<file path="src/scpl_pkg.sv">
// Shared types and constants for the stereo capture ping-pong looper.
// No dependencies; the core, scpl_ctrl and the testbench import this package.
package scpl_pkg;

    // Sideband bits of the input word, lowest bit first.
    localparam int TUSER_W     = 2;
    localparam int CAPTURE_BIT = 0;
    localparam int CLEAR_BIT   = 1;

    // Frame memory operation for the word now in the work stage.
    typedef struct packed {
        logic wr;   // store the incoming frame
        logic rd;   // fetch a loop frame, which becomes a result word
    } mem_op_t;

endpackage

</file>
<file path="src/scpl_ctrl.sv">
// Loop state and frame memory addressing for the looper.
// Depends on scpl_pkg for the memory operation struct.
module scpl_ctrl #(
    parameter int MAX_FRAMES = 65536
) (
    input  logic                            clk,
    input  logic                            rst_n,
    input  logic                            go,
    input  logic                            capture,
    input  logic                            clear,
    output scpl_pkg::mem_op_t               op,
    output logic [$clog2(MAX_FRAMES)-1:0]   addr
);
    import scpl_pkg::*;

    localparam int ADDR_W  = $clog2(MAX_FRAMES);
    localparam int COUNT_W = $clog2(MAX_FRAMES + 1);
    localparam int LEN_W   = COUNT_W + 1;
    localparam int POS_W   = $clog2(2 * MAX_FRAMES);

    logic               rec_reg;
    logic               rec_next;
    logic [COUNT_W-1:0] count_reg;
    logic [COUNT_W-1:0] count_next;
    logic [POS_W-1:0]   pos_reg;
    logic [POS_W-1:0]   pos_next;

    logic [COUNT_W-1:0] count_eff;
    logic [LEN_W-1:0]   loop_len;
    logic [LEN_W-1:0]   pos_inc;
    logic [LEN_W-1:0]   pos_wrap;
    logic [LEN_W-1:0]   mirror;

    always_comb
    begin
        rec_next   = rec_reg;
        count_next = count_reg;
        pos_next   = pos_reg;
        op         = '0;
        addr       = '0;

        count_eff  = clear ? '0 : count_reg;
        loop_len   = {count_eff, 1'b0};
        pos_inc    = '0;
        pos_wrap   = '0;
        mirror     = '0;

        if (capture)
        begin
            // A fresh recording starts from an empty memory.
            if (!rec_reg)
            begin
                count_eff = '0;
            end
            rec_next = 1'b1;
            addr     = count_eff[ADDR_W-1:0];
            if (count_eff < COUNT_W'(MAX_FRAMES))
            begin
                op.wr      = 1'b1;
                count_next = count_eff + COUNT_W'(1);
            end
            else
            begin
                count_next = count_eff;
            end
        end
        else
        begin
            rec_next   = 1'b0;
            count_next = count_eff;
            if (rec_reg)
            begin
                pos_next = '0;
            end
            if (count_eff != '0)
            begin
                pos_inc  = (rec_reg ? '0 : LEN_W'(pos_reg)) + LEN_W'(1);
                pos_wrap = (pos_inc >= loop_len) ? '0 : pos_inc;
                pos_next = pos_wrap[POS_W-1:0];
                // The second half of the loop plays the recording backwards.
                mirror   = loop_len - LEN_W'(1) - pos_wrap;
                if (pos_wrap < LEN_W'(count_eff))
                begin
                    addr = pos_wrap[ADDR_W-1:0];
                end
                else
                begin
                    addr = mirror[ADDR_W-1:0];
                end
                op.rd = 1'b1;
            end
        end
    end

    always_ff @(posedge clk or negedge rst_n)
    begin
        if (!rst_n)
        begin
            rec_reg   <= 1'b0;
            count_reg <= '0;
            pos_reg   <= '0;
        end
        else if (go)
        begin
            rec_reg   <= rec_next;
            count_reg <= count_next;
            pos_reg   <= pos_next;
        end
    end

endmodule

</file>
<file path="config.mk">
export PLATFORM = sky130hd
export DESIGN_NAME = scpl_ctrl
export DESIGN_NICKNAME = d
export VERILOG_FILES = /design/src/scpl_pkg.sv /design/src/scpl_ctrl.sv
export SDC_FILE = /design/constraint.sdc
export NUM_CORES = 1
export LEC_CHECK = 0
export BUFFER_PORTS_ARGS = -buffer_cell sky130_fd_sc_hd__buf_2
export CORE_ASPECT_RATIO = 0.9
export CORE_MARGIN = 2
export CORE_UTILIZATION = 55
export CTS_CLUSTER_DIAMETER = 100
export CTS_CLUSTER_SIZE = 8
export DETAILED_ROUTE_END_ITERATION = 7
export PLACE_DENSITY_LB_ADDON = 0.25
export SYNTH_ARGS = -nofsm -noshare
export SYNTH_HDL_FRONTEND = slang
export SYNTH_SLANG_ARGS = --single-unit
</file>
<file path="constraint.sdc">
create_clock -name clk -period 11 [get_ports clk]
set_clock_uncertainty 0.1 [all_clocks]
set_input_delay 0.55 -clock clk [delete_from_list [all_inputs] [get_ports clk]]
set_output_delay 0.55 -clock clk [all_outputs]
set_load 0.01 [all_outputs]
</file>
==> impl_metrics.toml, run 1 <==
[placed_design]
place_ws_ns = 3.93
dp_hpwl_um = 9090
post_dp_cell_area_sq_mm = 0.00426
gp_congestion = 0.957
portBuffers = 22

[setup_path]
required_ns = 10.35
r2r_start = "rec_reg"
setup.worst_path.end_class = "output port"
cp-startpoint = "rec_reg"
crit_path_end = "addr[14]"
rr_endpoint = "pos_reg[2]"
cp_data_arrival_time_ns = 6.86
setup.worst_path.class = "register to output port"
ff2ff_path_depth = 16
worstSetupStartpointType = "register"
path_buf_inv = 2
path_max_fanout = 34
r2r_slack_ns = 6.63
crit_cells = 25
max_stage_delay_ns = 0.69
cp_top_family = "simple AND/OR/NAND/NOR gates"
crit_slowest_cell = "nor3_2"

[logic_synthesis]
async_flop_share_pct = 100
synth_fa_ha_area_share_pct = 15.3
syn_area_per_cell_sq_um = 7.77
ys.flop_type = "dfrtp_1"
syn_inst = 531
synth_top_family_by_area = "simple AND/OR/NAND/NOR gates"
synth_cell_types = 63
synth-xor-area-share_pct = 5.94
syn-num-nets = 586
yosysWarnings = 0
muxShareOfSynthArea_pct = 3.15
synth_compound_area_share_pct = 20.6
syn_area_sq_mm = 0.00413
synth_simple_gate_area_share_pct = 27.4
synth-seq-cells = 35
ys_seq_area_share_pct = 21.2
synth_edf_count = 0

[routing]
antenna_left = 0
avgViaCountPerCell = 6.34
dr_total_vias = 4035
drc = 0
wl_per_cell_um = 18.5
drt-total-wl_um = 11700
drtIter0Drc = 353
dr.pass1.iters = 5

[global_routing]
first_global_vias = 3815
overflow = 0
grt_pass1_wl_um = 19200
grt_usage_pct = 29.9
antenna_found_initial = 0
grt_max_degree = 36

[die]
rows = 29
start_util_pct = 57.7
dieWidth_um = 95.3
io_pins = 23
die_area_sq_mm = 0.00821
coreArea_sq_mm = 0.00715
die_h_um = 86.2

[power_and_ir_drop]
p_int_uw = 222
p_comb_share_pct = 37.0
ir_drop_mv = 0.0528
power_density_mw_per_mm2 = 81.7
leakagePower_uw = 0.00211
switching_power_uw = 132
finalPower_uw = 354
clkPwrFrac_pct = 25.3
pwr-share-seq_pct = 37.8
swShare_pct = 37.2

[cts]
cts-buffers-inserted = 5
clkLatencyLatePin_ns = 0.29
tritoncts = "yes"
clkTransAtPathRegs_ns = 0.08
post_cts_buffers = 0
htreeDepth = 2
postCtsResizedCells = 0
cts-root-buf = "clkbuf_8"
hold_buffers = 0
cts.sinks = 35
clock_path_buffers = 2

[min_path]
hold_path_class = "input port to asynchronous set/reset pin"

[timing]
finalMaxSlewViolations = 0
fin_crit_sh_pct = 68.2
tns_ns = 0
relSlewSlack_pct = 42.2
worst_pin_slew_ns = 0.866
timing.final.ws_setup_ns = 3.49
fmax_mhz = 133
setup_viol = 0
fin_crit_ns = 7.51
hold_violations = 0
rsz0062_at_grt = "false"

[final_layout]
layout-drive-gt1-share_pct = 11.4
finalInstanceArea_sq_mm = 0.00433
diodes = 0
nets = 599
area_delta_synth_final_pct = 4.94

[job]
cap_violations = 0

[run_status]
status = "completed"
-- through the flow --
stage                     hold WS [ns]  util [%]  cells
after CTS                        0.290      60.6    636
after floorplan                  0.154         -    531
after detailed placement         0.381      59.6    630
after global placement           0.369      59.6    630
after global routing             0.337      60.6    636
final                            0.271      60.6    636
-- power groups by stage --
stage                     clock network, uW  logic (uW)  registers (uW)
after CTS                              89.6         129             134
final                                  89.4         131             134
after global placement                    0         127             136
after global routing                   95.0         140             134
after detailed placement                  0         128             136
after floorplan                           0         103             136
-- cell usage after synthesis, types with 3 or more instances --
| master | instances | share of area, % |
|---|---|---|
| a211oi_1 | 5 | 0.91 |
| nor3_4 | 4 | 1.6 |
| a21o_1 | 5 | 0.91 |
| o31ai_1 | 7 | 1.3 |
| and2_1 | 3 | 0.45 |
| o21a_1 | 3 | 0.55 |
| dfrtp_1 | 35 | 21 |
| a31oi_1 | 5 | 0.76 |
| nor4_1 | 5 | 0.76 |
| nor3_2 | 3 | 0.73 |
| o41ai_1 | 3 | 0.64 |
| nor3_1 | 13 | 1.6 |
| nor2b_1 | 6 | 0.91 |
| o21ai_1 | 18 | 2.2 |
| or2_2 | 3 | 0.45 |
| nand2_1 | 74 | 6.7 |
| o22ai_1 | 9 | 1.4 |
| buf_4 | 3 | 0.55 |
| xnor2_1 | 16 | 3.4 |
| a22o_1 | 4 | 0.85 |
| inv_1 | 33 | 3.0 |
| ha_1 | 49 | 15 |
| or3_1 | 3 | 0.45 |
| mux2i_1 | 13 | 3.2 |
| and3_1 | 10 | 1.5 |
| nand2b_1 | 12 | 1.8 |
| buf_2 | 3 | 0.36 |
| nand3_1 | 17 | 2.1 |
| nand4_1 | 10 | 1.5 |
| clkbuf_1 | 9 | 0.82 |
| a21oi_1 | 20 | 2.4 |
| xor2_1 | 12 | 2.5 |
| inv_2 | 9 | 0.82 |
| nor2_1 | 37 | 3.4 |
| o21ai_0 | 33 | 4.0 |
-- worst min path at each step --
stage	startpoint	to	cells past startpoint
after CTS	rst_n	pos_reg[10]	1
after detailed placement	count_reg[0]	count_reg[0]	2
after global routing	rst_n	pos_reg[10]	1
after global placement	count_reg[0]	count_reg[0]	2
final	rst_n	pos_reg[10]	1
after floorplan	rst_n	count_reg[0]	0
-- logic make-up (layout without fill, tap and decap cells) --
| family | Yosys count | count (layout) |
|---|---|---|
| buffers and inverters | 60 | 72 |
| adder cells (fa/ha/maj) | 50 | 50 |
| multiplexers | 13 | 13 |
| AND/OR/NAND/NOR | 214 | 214 |
| AO/OA/AOI/OAI | 131 | 131 |
| flip-flops | 35 | 35 |
| XOR/XNOR | 28 | 28 |
-- layout by cell type (no fill, tap or decap), types with 7 or more instances in the layout --
cell      Yosys  routed
nor3_1       13      13
inv_2         9       9
inv_1        33      33
xor2_1       12      12
o21ai_0      33      33
o31ai_1       7       7
mux2i_1      13      13
o21ai_1      18      18
xnor2_1      16      16
ha_1         49      49
nand3_1      17      17
nand2b_1     12      12
nand2_1      74      74
nand4_1      10      10
a21oi_1      20      20
dfrtp_1      35      35
and3_1       10      10
nor2_1       37      37
o22ai_1       9       9
buf_2         3      22
-- routing by layer --
metal	GRT usage, %	routed length, um	up-vias
met4	7.38	199	0
met2	46.9	5270	181
met3	4.09	848	17
met1	43.4	5430	1911
met5	0	0	-
li1	-	-	1926
-- area by class of cell --
class	instances	area, sq um
clock buffer	6	72.6
multi-input combinational	436	2990
timing repair buffer	23	118
fill	662	2820
tap	93	116
inverter	43	163
sequential	35	876
(Power assumes the default switching activity.)
==> inputs of run 2 (changes only) <==
--- a/config.mk
+++ b/config.mk
@@ -5,6 +5,7 @@
 export SDC_FILE = /design/constraint.sdc
 export NUM_CORES = 1
 export LEC_CHECK = 0
+export ABC_AREA = 1
 export BUFFER_PORTS_ARGS = -buffer_cell sky130_fd_sc_hd__buf_2
 export CORE_ASPECT_RATIO = 0.9
 export CORE_MARGIN = 2
==> constraint.sdc (replaced) <==
create_clock -name clk -period 7.2 [get_ports clk]
set_clock_uncertainty 0.1 [all_clocks]
set_input_delay 0.36 -clock clk [delete_from_list [all_inputs] [get_ports clk]]
set_output_delay 0.36 -clock clk [all_outputs]
set_load 0.01 [all_outputs]
==> run 2 against run 1 <==
Net effect: core utilization down 1.9 points; critical endpoint unchanged; count of clock-buffer cells in the layout unchanged; sequential power is 54% higher; critical path depth increased by 9; synthesized cell count rose by 29%; setup slack worse by 2.7 ns; die area grew 8.5%; synthesized area up 8.9%; global-route usage up 0.78 points; design area increased by 8.2%; highest routed layer unchanged; sequential share of layout area is 1.5 points lower; final cell count increased by 25%.
==> impl_metrics.toml, run 2 <==
[setup_path]
setup.worst_path.class = "register to output port"
r2r_slack_ns = 3.21
max_stage_delay_ns = 0.63
path_max_fanout = 17
ff2ff_path_depth = 21
setup.worst_path.end_class = "output port"
worstSetupStartpointType = "register"
rr_endpoint = "pos_reg[8]"
cpMostUsedCell = "nand2_1"
required_ns = 6.74
cp_data_arrival_time_ns = 5.98
r2r_start = "rec_reg"
crit_slowest_cell = "dfrtp_1"

[logic_synthesis]
ys_top_cells_by_area = "dfrtp_1, nand2_1, ha_1, inv_1, xor2_1"
synth_cell_types = 46
syn_inst = 683
ys.flop_type = "dfrtp_1"
synth_edf_count = 0
yosys.area.top_type_share_pct = 19.5
netlist_top_cells_count = "nand2_1, inv_1, nor2_1"
yosysWarnings = 0
async_flop_share_pct = 100
yosysMostFrequentCell = "nand2_1"
ys_seq_area_share_pct = 19.5
syn_area_per_cell_sq_um = 6.58
syn-num-nets = 738
synth-seq-cells = 35
synth_top_area_cell = "dfrtp_1"
syn_area_sq_mm = 0.00449

[routing]
drtIter0Drc = 337
routed.top_layer = "met4"
drc = 0
avgViaCountPerCell = 5.71
wl_per_cell_um = 16.9
dr_wl_met2_um = 5900
drt-met1-wl_um = 6270
dr.pass1.iters = 6
dr_total_vias = 4539
wl_met3_um = 977
antenna_left = 0
drt-total-wl_um = 13400

[placed_design]
gp_congestion = 1.03
dp_hpwl_um = 10500
portBuffers = 22
post_dp_cell_area_sq_mm = 0.00460

[global_routing]
grt_usage_pct = 30.6
overflow = 0
antenna_found_initial = 0
first_global_vias = 4329
grt_pass1_wl_um = 22000
grt_max_degree = 36

[power_and_ir_drop]
swShare_pct = 40.4
p_int_uw = 340
switching_power_uw = 231
clkPwrFrac_pct = 28.0
pwr-share-seq_pct = 36.2
ir_drop_mv = 0.0760
p_comb_share_pct = 35.8
leakagePower_uw = 0.00248
power_density_mw_per_mm2 = 122

[timing]
fin_crit_sh_pct = 89.4
finalMaxSlewViolations = 0
fin_crit_ns = 6.44
tns_ns = 0
worst_pin_slew_ns = 1.00
hold_violations = 0
fmax_mhz = 155
setup_viol = 0
relSlewSlack_pct = 33.3
rsz0062_at_grt = "false"

[cts]
clock_path_buffers = 2
cts.sinks = 35
hold_buffers = 0
htreeDepth = 2
postCtsResizedCells = 0
cts-root-buf = "clkbuf_8"
tritoncts = "yes"
cts-buffers-inserted = 5
post_cts_buffers = 0
clkTransAtPathRegs_ns = 0.09
clkLatencyLatePin_ns = 0.31

[run_status]
status = "completed"

[final_layout]
final_cell_mix = "nand2_1, inv_1, nor2_1"
nets = 751
final_common_cell = "nand2_1"
finalInstanceArea_sq_mm = 0.00469
layout-drive-gt1-share_pct = 9.77
area_delta_synth_final_pct = 4.29
diodes = 0

[die]
io_pins = 23
die_h_um = 89.8
start_util_pct = 56.2
dieWidth_um = 99.3
die_area_sq_mm = 0.00891
coreArea_sq_mm = 0.00799
rows = 31

[min_path]
hold_path_class = "input port to asynchronous set/reset pin"

[job]
cap_violations = 0
run 2: changes by cell type after synthesis, sizes merged, moves of 11 or more:
| cell | change |
|---|---|
| nor2 | +47 |
| o21ai | -21 |
| mux2i | -13 |
| nand3 | +40 |
| nand2b | -12 |
| xor2 | +22 |
| nand2 | +96 |
| nor3 | -11 |
| inv | +69 |
run 2: how the worst max path moves through the flow:
stage             from  endpoint  slack [ns]  cells past startpoint
4_1_cts        rec_reg  addr[14]        0.90                     34
6_report       rec_reg  addr[14]        0.76                     34
3_3_place_gp   rec_reg  addr[14]        1.46                     34
3_5_place_dp   rec_reg  addr[14]        1.25                     34
5_1_grt        rec_reg   addr[4]        0.22                     34
2_1_floorplan  rec_reg  addr[14]        2.38                     37
run 2: metal layers:
metal	vias up	GRT usage, %
li1	2223	-
met1	2094	44.1
met2	197	48.2
met3	25	3.65
met4	0	8.79
met5	-	0
run 2: worst max-delay path: cells and delay by family, from the launching register on:
family	cells	cell delay (ns)
buf+inv	4	0.50
flops	1	0.63
fa+ha+maj	3	0.69
compound gates	3	0.43
simple gates	23	3.15
xor+xnor	1	0.22
run 2: power by group through the flow:
stage | Sequential, uW | Combinational [uW] | Clock (uW)
global route | 207 | 224 | 168
CTS | 206 | 201 | 161
floorplan | 207 | 157 | 0
global placement | 210 | 199 | 0
detailed placement | 210 | 200 | 0
finish | 207 | 205 | 160
run 2: through the flow:
| stage | hold WS (ns) | setup slack, ns | instances | power, uW | util [%] |
|---|---|---|---|---|---|
| 2_1_floorplan | -0.0356 | 2.38 | 683 | 363 | - |
| 3_3_place_gp | 0.368 | 1.46 | 788 | 409 | 57.6 |
| 3_5_place_dp | 0.378 | 1.25 | 788 | 410 | 57.6 |
| 4_1_cts | 0.0831 | 0.901 | 795 | 568 | 58.7 |
| 5_1_grt | 0.139 | 0.218 | 795 | 599 | 58.7 |
| 6_report | 0.0402 | 0.765 | 795 | 571 | 58.7 |
run 2: area by class of cell:
cell class	count	area (sq um)
clock buffers	6	82.6
clock inverters	1	5.00
fillers	779	3300
inverters	111	419
multi-input cells	520	3060
flip-flops and latches	35	876
well taps	99	124
repair buffers	23	118
run 2: logic make-up after synthesis:
logic type               Yosys count  synth area share [%]
AO/OA/AOI/OAI                     88                  11.1
XOR/XNOR                          40                  7.96
adder cells (fa/ha/maj)           50                  14.1
buffers and inverters            128                  12.4
flip-flops                        35                  19.5
AND/OR/NAND/NOR                  342                  35.0
==> inputs of run 3 (changes only) <==
--- a/config.mk
+++ b/config.mk
@@ -14,6 +14,7 @@
 export CTS_CLUSTER_SIZE = 8
 export DETAILED_ROUTE_END_ITERATION = 7
 export PLACE_DENSITY_LB_ADDON = 0.25
+export RECOVER_POWER = 100
 export SYNTH_ARGS = -nofsm -noshare
 export SYNTH_HDL_FRONTEND = slang
 export SYNTH_SLANG_ARGS = --single-unit
==> run 3 against run 2 <==
Net effect: the run now ends with capacitance limit, slew limit left; largest cell class unchanged; hold slack better by 0.18 ns; final cell count stayed put; design area fell by 1.3%; first-iteration DRC count up 4.5%; clock power barely moved; global-route usage did not move; highest routed layer unchanged; maximum frequency is 1.6% lower.
==> impl_metrics.toml, run 3 (synthesis gave the netlist of run 2 again) <==
[run_status]
status = "finished, violations left"
failed_checks = "capacitance limit, slew limit"

[timing]
relSlewSlack_pct = -36.8
rsz0062_at_grt = "false"
worst_pin_slew_ns = 2.05
setup_viol = 0
tns_ns = 0
fin_crit_sh_pct = 90.8
fmax_mhz = 153
finalMaxSlewViolations = 55
fin_crit_ns = 6.54
hold_violations = 0
hold_slack_ns = 0.224

[routing]
wl_per_cell_um = 16.8
drc = 0
drt-total-wl_um = 13400
avgViaCountPerCell = 5.67
drtIter0Drc = 352
dr_total_vias = 4510
antenna_left = 0
dr.pass1.iters = 5

[global_routing]
grt_usage_pct = 30.6
overflow = 0
busiest_layer = "met2"
first_global_vias = 4329
antenna_found_initial = 0
grt_pass1_wl_um = 22000
grt_use_met2_pct = 48.2
grt_max_degree = 36
grt_util_met1_pct = 44.1
met3_usage_pct = 3.65

[final_layout]
layout-drive-gt1-share_pct = 6.47
final_common_cell = "nand2_1"
final_cell_mix = "nand2_1, inv_1, nor2_1"
area_delta_synth_final_pct = 2.90
fin_cells = 795
nets = 751
diodes = 0

[setup_path]
r2r_slack_ns = 3.04
crit_path_end = "addr[14]"
max_stage_delay_ns = 0.63
r2r_start = "count_reg[13]"
setup.worst_path.class = "register to output port"
ff2ff_path_depth = 10
required_ns = 6.74
worstSetupStartpointType = "register"
crit_slowest_cell = "dfrtp_1"
cpMostUsedCell = "nand2_1"
setup.worst_path.end_class = "output port"
rr_endpoint = "pos_reg[6]"
cp_data_arrival_time_ns = 6.08
path_max_fanout = 17
cp-startpoint = "rec_reg"

[min_path]
hold_path_class = "input port to register"

[job]
cap_violations = 2

[die]
coreArea_sq_mm = 0.00799
io_pins = 23
dieWidth_um = 99.3
rows = 31
die_h_um = 89.8
die_area_sq_mm = 0.00891
start_util_pct = 56.2

[cts]
tritoncts = "yes"
cts-root-buf = "clkbuf_8"
htreeDepth = 2
clkLatencyLatePin_ns = 0.31
postCtsResizedCells = 0
cts.sinks = 35
cts-buffers-inserted = 5
post_cts_buffers = 0
hold_buffers = 0
clkTransAtPathRegs_ns = 0.09
clock_path_buffers = 2

[power_and_ir_drop]
ir_drop_mv = 0.0757
switching_power_uw = 229
p_comb_share_pct = 35.4
swShare_pct = 40.6
p_int_uw = 336
pwr-share-seq_pct = 36.5
finalPower_uw = 566
clkPwrFrac_pct = 28.1
leakagePower_uw = 0.00243
power_density_mw_per_mm2 = 122

[placed_design]
dp.cells = 788
gp_congestion = 1.03
portBuffers = 22
dp_hpwl_um = 10500
==> run 3: cell type report <==
cell class | instances | area, sq um
clock buffer | 6 | 82.6
clock inverter | 1 | 5.00
fill | 796 | 3370
inverter | 111 | 419
multi-input combinational | 520 | 3020
sequential | 35 | 876
tap | 99 | 124
timing repair buffer | 23 | 96.3
==> run 3: per-layer routing <==
metal,wire [um],vias to the layer above
li1,-,2233
met1,6240,2062
met2,5810,188
met3,1020,27
met4,287,0
met5,0,-
==> run 3: how the worst min path moves through the flow <==
stage	from	end	slack (ns)	cells past startpoint
final	go	count_reg[15]	0.22	2
after global routing	go	count_reg[15]	0.25	2
after CTS	rst_n	pos_reg[16]	0.08	1
after detailed placement	count_reg[12]	count_reg[12]	0.38	2
after global placement	count_reg[3]	count_reg[3]	0.37	2
after floorplan	rst_n	count_reg[0]	-0.04	0
==> run 3: per-stage QoR <==
stage | area (sq um) | util, % | worst slack (ns)
final | 4620 | 57.9 | 0.663
after detailed placement | 4600 | 57.6 | 1.25
after floorplan | 4490 | - | 2.38
after global routing | 4620 | 57.9 | 0.123
after CTS | 4690 | 58.7 | 0.901
after global placement | 4600 | 57.6 | 1.46
==> run 3: power by group through the flow <==
stage,clock [uW],combinational [uW],sequential [uW]
finish,159,200,206
global route,168,220,207
CTS,161,201,206
detailed placement,0,200,210
global placement,0,199,210
floorplan,0,157,207
==> run 3: critical path, delay by kind of cell (launching register included) <==
kind,cells,cell delay (ns)
AND/OR/NAND/NOR,23,3.22
adder cells (fa/ha/maj),3,0.69
flip-flops,1,0.63
buffers and inverters,4,0.53
AO/OA/AOI/OAI,3,0.43
XOR/XNOR,1,0.23
